$ cat config.mk
export PLATFORM = sky130hd
export DESIGN_NAME = apa_isqrt
export DESIGN_NICKNAME = d
export VERILOG_FILES = /design/src/rtl/apa_pkg.sv /design/src/rtl/apa_isqrt.sv
export SDC_FILE = /design/constraint.sdc
export NUM_CORES = 2
export LEC_CHECK = 0
export ABC_AREA = 1
export BUFFER_PORTS_ARGS = -buffer_cell sky130_fd_sc_hd__buf_2
export CAP_MARGIN = 20
export CORE_ASPECT_RATIO = 0.75
export CORE_UTILIZATION = 51
export DETAILED_ROUTE_END_ITERATION = 12
export PLACE_DENSITY_LB_ADDON = 0.05
export REMOVE_ABC_BUFFERS = 1
export SYNTH_ARGS = -nofsm -noshare
export SYNTH_HDL_FRONTEND = slang
export SYNTH_SLANG_ARGS = --single-unit
$ cat constraint.sdc
create_clock -name i_clk -period 2.4 [get_ports i_clk]
set_input_delay 0.36 -clock i_clk [delete_from_list [all_inputs] [get_ports i_clk]]
set_output_delay 0.36 -clock i_clk [all_outputs]
set_load 0.01 [all_outputs]
$ cat src/rtl/apa_pkg.sv
// Shared constants, types and helpers for the antenna pointing angle pipeline.
// No dependencies; the files that use it refer to it by scoped names.
package apa_pkg;

    localparam int CORDIC_STAGES = 24;

    localparam int QW  = 36;  // Q30 product word
    localparam int SCW = 34;  // sin/cos CORDIC word
    localparam int ATW = 44;  // atan2 CORDIC word after normalization
    localparam int ZW  = 34;  // binary-angle accumulator
    localparam int SQ_STAGES = 31;

    localparam logic [1:0] CFG_STATION_LAT = 2'd0;
    localparam logic [1:0] CFG_STATION_LON = 2'd1;
    localparam logic [1:0] CFG_STATION_ALT = 2'd2;

    localparam logic signed [SCW-1:0] CORDIC_GAIN   = 34'sd652032874;
    localparam logic [32:0]           PI_Q31        = 33'd6746518852;
    localparam logic [22:0]           EARTH_RADIUS_M = 23'd6371000;
    localparam logic [8:0]            FULL_DEG      = 9'd360;
    localparam logic [7:0]            HALF_DEG      = 8'd180;
    localparam logic [30:0]           ONE_Q30       = 31'd1073741824;

    localparam logic [31:0] ATAN_BA [32] = '{
        32'h20000000, 32'h12E4051E, 32'h09FB385B, 32'h051111D4, 32'h028B0D43,
        32'h0145D7E1, 32'h00A2F61E, 32'h00517C55, 32'h0028BE53, 32'h00145F2F,
        32'h000A2F98, 32'h000517CC, 32'h00028BE6, 32'h000145F3, 32'h0000A2FA,
        32'h0000517D, 32'h000028BE, 32'h0000145F, 32'h00000A30, 32'h00000518,
        32'h0000028C, 32'h00000146, 32'h000000A3, 32'h00000051, 32'h00000029,
        32'h00000014, 32'h0000000A, 32'h00000005, 32'h00000003, 32'h00000001,
        32'h00000001, 32'h00000000
    };

    typedef logic signed [QW-1:0] t_q;

    // Q30 product, floored back to Q30
    function automatic t_q mul_q30(input t_q a, input t_q b);
        logic signed [2*QW-1:0] p;
        p = a * b;
        return t_q'(p >>> 30);
    endfunction

    function automatic int at_latency(input int n);
        return n + 8;
    endfunction

    function automatic int sc_latency(input int n);
        return n + 2;
    endfunction

    function automatic int top_latency(input int n);
        return 3 * n + 56;
    endfunction

endpackage

$ cat src/rtl/apa_isqrt.sv
// Pipelined floor square root of a Q30 value shifted up to Q60, one root bit per stage.
// Depends on apa_pkg.
module apa_isqrt (
    input  logic        i_clk,
    input  logic [30:0] i_a,
    output logic [30:0] o_root
);
    localparam int W = 62;
    localparam int N = apa_pkg::SQ_STAGES;

    logic [W-1:0] r_v [N];
    logic [W-1:0] r_r [N];

    for (genvar k = 0; k < N; k++) begin : g_bit
        localparam logic [W-1:0] B = W'(1) << (60 - 2 * k);
        logic [W-1:0] cur_v, cur_r, sum;
        if (k == 0) begin : g_first
            assign cur_v = W'({i_a, 30'b0});
            assign cur_r = '0;
        end else begin : g_next
            assign cur_v = r_v[k-1];
            assign cur_r = r_r[k-1];
        end
        assign sum = cur_r + B;
        always_ff @(posedge i_clk) begin
            if (cur_v >= sum) begin
                r_v[k] <= cur_v - sum;
                r_r[k] <= (cur_r >> 1) + B;
            end else begin
                r_v[k] <= cur_v;
                r_r[k] <= cur_r >> 1;
            end
        end
    end

    assign o_root = r_r[N-1][30:0];
endmodule

* After elaboration in Yosys (flattened, before gate mapping)
Memories as Yosys holds them, arrays and structs flattened.
Cells that the tools add are included.
** Operators by class
- Reduce and logical (&&, ||, !) cells :: 0
- Muxes and demuxes :: 155
- Divide/modulo/power cells :: 0
- Magnitude comparators :: 31
- Bitwise operators :: 62
- $add $sub $neg :: 91
- Equal/unequal tests :: 0
- Shift-type cells :: 0
- $mul :: 0
** Operators with widths (count)
- $mux W62 :: 62
- $ge A62 B62 Y1 :: 30
- $sub A62 B62 Y62 :: 30
- $mux W1 :: 93
- $add A61 B1 Y62 const B :: 1
- $add A61 B11 Y62 const B :: 1
- $add A61 B13 Y62 const B :: 1
- $add A61 B15 Y62 const B :: 1
- $add A61 B17 Y62 const B :: 1
- $add A61 B19 Y62 const B :: 1
- $add A61 B21 Y62 const B :: 1
- $add A61 B23 Y62 const B :: 1
- $add A61 B25 Y62 const B :: 1
- $add A61 B27 Y62 const B :: 1
- $add A61 B29 Y62 const B :: 1
- $add A61 B3 Y62 const B :: 1
- $add A61 B31 Y62 const B :: 1
- $add A61 B33 Y62 const B :: 1
- $add A61 B35 Y62 const B :: 1
- $add A61 B37 Y62 const B :: 1
- $add A61 B39 Y62 const B :: 1
- $add A61 B41 Y62 const B :: 1
- $add A61 B43 Y62 const B :: 1
- $add A61 B45 Y62 const B :: 1
- 43 further kinds :: 104
** Storage, ports and cells
- Bits in writable memories :: 3844
- Bits in latches :: 0
- Memories :: 2
- ROM bits :: 0
- Bits of input ports :: 32
- Register bits :: 0
- Logic and storage cells :: 341
- Output and inout port bits :: 31
** Memories
- r_r :: words 31, bits a word 62, rd ports 31, clocked after Yosys merged registers in 0, write ports 31, RTL line apa_isqrt.sv:12 : logic [W-1:0] r_r [N];
- r_v :: words 31, bits a word 62, rd ports 30, clocked after Yosys merged registers in 0, write ports 31, RTL line apa_isqrt.sv:11 : logic [W-1:0] r_v [N];

* Depth between registers and ports, before layout
An unclocked memory read counts as a cell.
- Depth after elaboration :: 6
- Mapped depth :: 17
- Mapped depth without buffers :: 17

* Worst setup path after synthesis
Ideal clock, no wire load.
- Path type :: register to register
- Start point :: memory r_v[21][18] (netlist: r_v[1][328])
- End point :: memory r_v[22][21] (netlist: r_v[1][393])
- Cell stages (with the launch flop) :: 16
- Required time :: 2282 ps
- Arrival :: 2074 ps
- Path slack :: 208 ps
- Cell sequence :: dfxtp_1 > ha_1 > inv_1 > fa_1 > inv_1 > nand3_1 > nand3_1 > nand3_1 > nand3_2 > nand2_1 > nand3_4 > inv_2 > buf_6 > buf_6 > nand2_1 > o21ai_2
** RTL lines (RTL line)
- from (decl) :: apa_isqrt.sv:11

==> results by group <==
Clock network
  • # clock sinks: 1,652
  • CTS tree: yes
  • Root Driver: clkbuf_16
  • H-tree Lvls: 4
  • Longest Clk Path Bufs: 3
  • Clock transition at path regs: 70 ps
  • Worst skew pair latency: 850 ps
  • Number of CTS-inserted buffers: 165

Critical path
  • Worst EP arrival: 3130 ps
  • CP Capture Type: register
  • Startpoint Class: register
  • Worst path required time: 3060 ps
  • R2R Path End: r_v[1][341]
  • Worst setup startpoint: r_r[20][38]
  • Crit path kind: register to register
  • Worst setup endpoint: r_v[1][341]
  • Worst R2R Start: r_r[20][38]
  • Reg2reg setup slack: -60 ps
  • Reg2reg path depth: 10
  • Critical path fanouts, max: 25

Synth
  • Unique masters post-synth: 60
  • Synth Flop Type: dfxtp_1
  • Syn Std Cell Area: 0.08998 sq mm
  • Synth top area share: 36.75%
  • Post-synth EDFFs: 0
  • Async S/R FF share, synth: 0%
  • Post-synthesis cell count: 13,480
  • Yosys reg bits: 1,652
  • Synth area leaders: dfxtp_1 (37%), nand2_1 (18%), inv_1 (9.4%)
  • Synth area leader: dfxtp_1
  • Syn Area/Cell: 6.677 sq um
  • Seq/Total Area, Yosys: 36.75%
  • Yosys warning count: 0

Place
  • Post-DP Area: 0.09955 sq mm
  • PortBufs: 62
  • GPL Wtd Cong: 1.058
  • Place WS: -353.7 ps
  • HPWL after DPL: 286.7 mm

Power and ir drop
  • Leakage power: 55.81 nW
  • Max VDD drop: 0.0007943 V
  • Power Density: 1161 mW/mm^2

Global routing
  • Overflow after GRT: 0
  • Via count of the first global-routing pass: 84,720
  • Largest net degree at the start of global routing: 41
  • First-pass GRT wire length: 511.8 mm
  • Antenna violations before repair: 29
  • Total track usage: 37.79%

Layout
  • Layout Cell Area excl Fill: 0.1089 sq mm
  • Fin util: 62.14%
  • Commonest non-fill, non-tap cell in the layout: nand2_1
  • Nets: 15,080
  • Most frequent cells in the layout: nand2_1 (4,101), inv_1 (2,230), dfxtp_1 (1,529)
  • Number of filler cells placed in the layout: 16,050
  • Area grow syn2layout: 21.01%
  • Ratio of cells with drive above 1 in the final layout: 14.39%

Die
  • Die Wd: 487.0 um
  • Initial Utilization: 51.35%
  • # rows: 133
  • Die height: 365.8 um
  • Die area: 0.1781 sq mm
  • Core Footprint: 0.1752 sq mm
  • I/O Pins: 63

Run
  • Max Cap Viol: 0

Routing
  • Drt wl/cell: 20.54 um
  • Drt initial violations: 12,090
  • Vias per inst: 5.421
  • Antenna Nets Post-Route: 0
  • Via count: 92,400
  • First-pass detailed-route iteration total: 7
  • DRT Wirelength: 350.1 mm
  • Drt drc: 0

Timing
  • Final Hold Fails: 0
  • Fin. max-slew vios: 0
  • Final setup violation count: 5
  • Final TNS setup: -146.3 ps
  • Setup ws final: -62.90 ps
  • Fmax: 406.0 MHz
  • WHS: 136.2 ps
  • Slew margin rel.: 49.48%
  • Tmin final: 2463 ps
  • Final period utilization: 102.6%
  • Slew at the pin with the worst max-slew slack: 756.8 ps
  • RSZ-0062 raised after global routing: yes
  • Skew final: 64.33 ps

Hold path
  • Worst Hold Class: primary input to register

Run status
  • Status: complete, but fails checks
  • Violated checks: negative setup slack
[report_power, final]
group,total [mW],switching (mW),internal (mW)
clock network,28.3,12.4,16.0
logic,52.5,33.3,19.1
registers,45.6,10.7,34.9
total,126,56.4,70.0
[what timing repair did]
action,4_1_cts,5_1_grt
hold endpoints to repair,31,0
pin swaps,3,52
gates resized for setup,124,640
endpoints found under the setup margin,245,661
cloned,3,11
setup buffers,4,31
hold buffers,31,0
[logic make-up (layout without fill, tap and decap cells)]
family          count (synthesis)  count (layout)  synth area share [%]
simple gates                 7138            7138                 33.20
buf+inv                      2392            3592                 10.53
flops                        1652            1652                 36.75
compound gates               1387            1387                 8.451
fa+ha+maj                     508             508                 7.180
xor+xnor                      399             399                 3.884
other cells                     1               5              0.004167
[flip-flops by register name (all words and copies together) (netlist names)]
register and flops:
r_v 1156, r_r 496
[per-layer routing]
| layer | share of wire (%) | track usage (%) | up-vias |
|---|---|---|---|
| met5 | 0.015 | 0 | - |
| met4 | 2.8 | 9.567 | 8 |
| met3 | 14 | 12.38 | 507 |
| met2 | 36 | 48.68 | 4853 |
| met1 | 47 | 58.44 | 42630 |
| li1 | - | - | 44400 |
[cell type report]
class,count,area (sq um),share of cell area [%]
Timing Repair inverter,1,7.507,0.006894
Tap cell,2362,2955,2.714
Clock inverter,101,1579,1.450
Inverter,2270,8586,7.885
Antenna cell,3,7.507,0.006894
Timing Repair Buffer,1020,8578,7.878
Sequential cell,1652,33320,30.60
Multi-Input combinational cell,9434,49460,45.42
Clock buffer,200,4400,4.041
[synth_stat cells, drive strengths merged, types with 23 or more instances]
| cell type | n |
|---|---|
| a21oi | 696 |
| xnor2 | 267 |
| xor2 | 132 |
| nand3 | 782 |
| nor4 | 67 |
| nand3b | 120 |
| inv | 2268 |
| o21ai | 585 |
| buf | 119 |
| nor2 | 1394 |
| nand2 | 4230 |
| nor3 | 195 |
| or2 | 61 |
| o21bai | 34 |
| ha | 494 |
| nand4 | 247 |
| and2 | 23 |
| dfxtp | 1652 |
[per-stage QoR]
stage | std cells | power [mW]
after floorplan | 13360 | 70.45
after global placement | 16660 | 93.58
after detailed placement | 16660 | 93.81
after CTS | 17000 | 122.5
after global routing | 17040 | 132.8
final | 17040 | 126.4
[critical path, stage by stage, from the launching register on]
cell	delay, ps
dfxtp_1	340
inv_1	60
ha_2	400
nand2_1	180
nor3_1	250
buf_4	170
nand3_1	110
nand3_2	140
inv_2	60
buf_12	160
o21ai_1	390
[worst min-delay path by stage]
stage | start | endpoint | slack (ps) | depth (start not counted)
CTS | i_a[22] | r_v[0][52] | 90 | 2
global route | i_a[14] | r_v[0][44] | 120 | 2
finish | i_a[3] | r_v[0][33] | 140 | 2
global placement | r_v[0][340] | r_v[0][402] | 330 | 0
detailed placement | r_v[0][341] | r_v[0][403] | 330 | 0
floorplan | r_v[0][56] | r_v[0][118] | 320 | 0
Power figures use the tool's default switching activity.
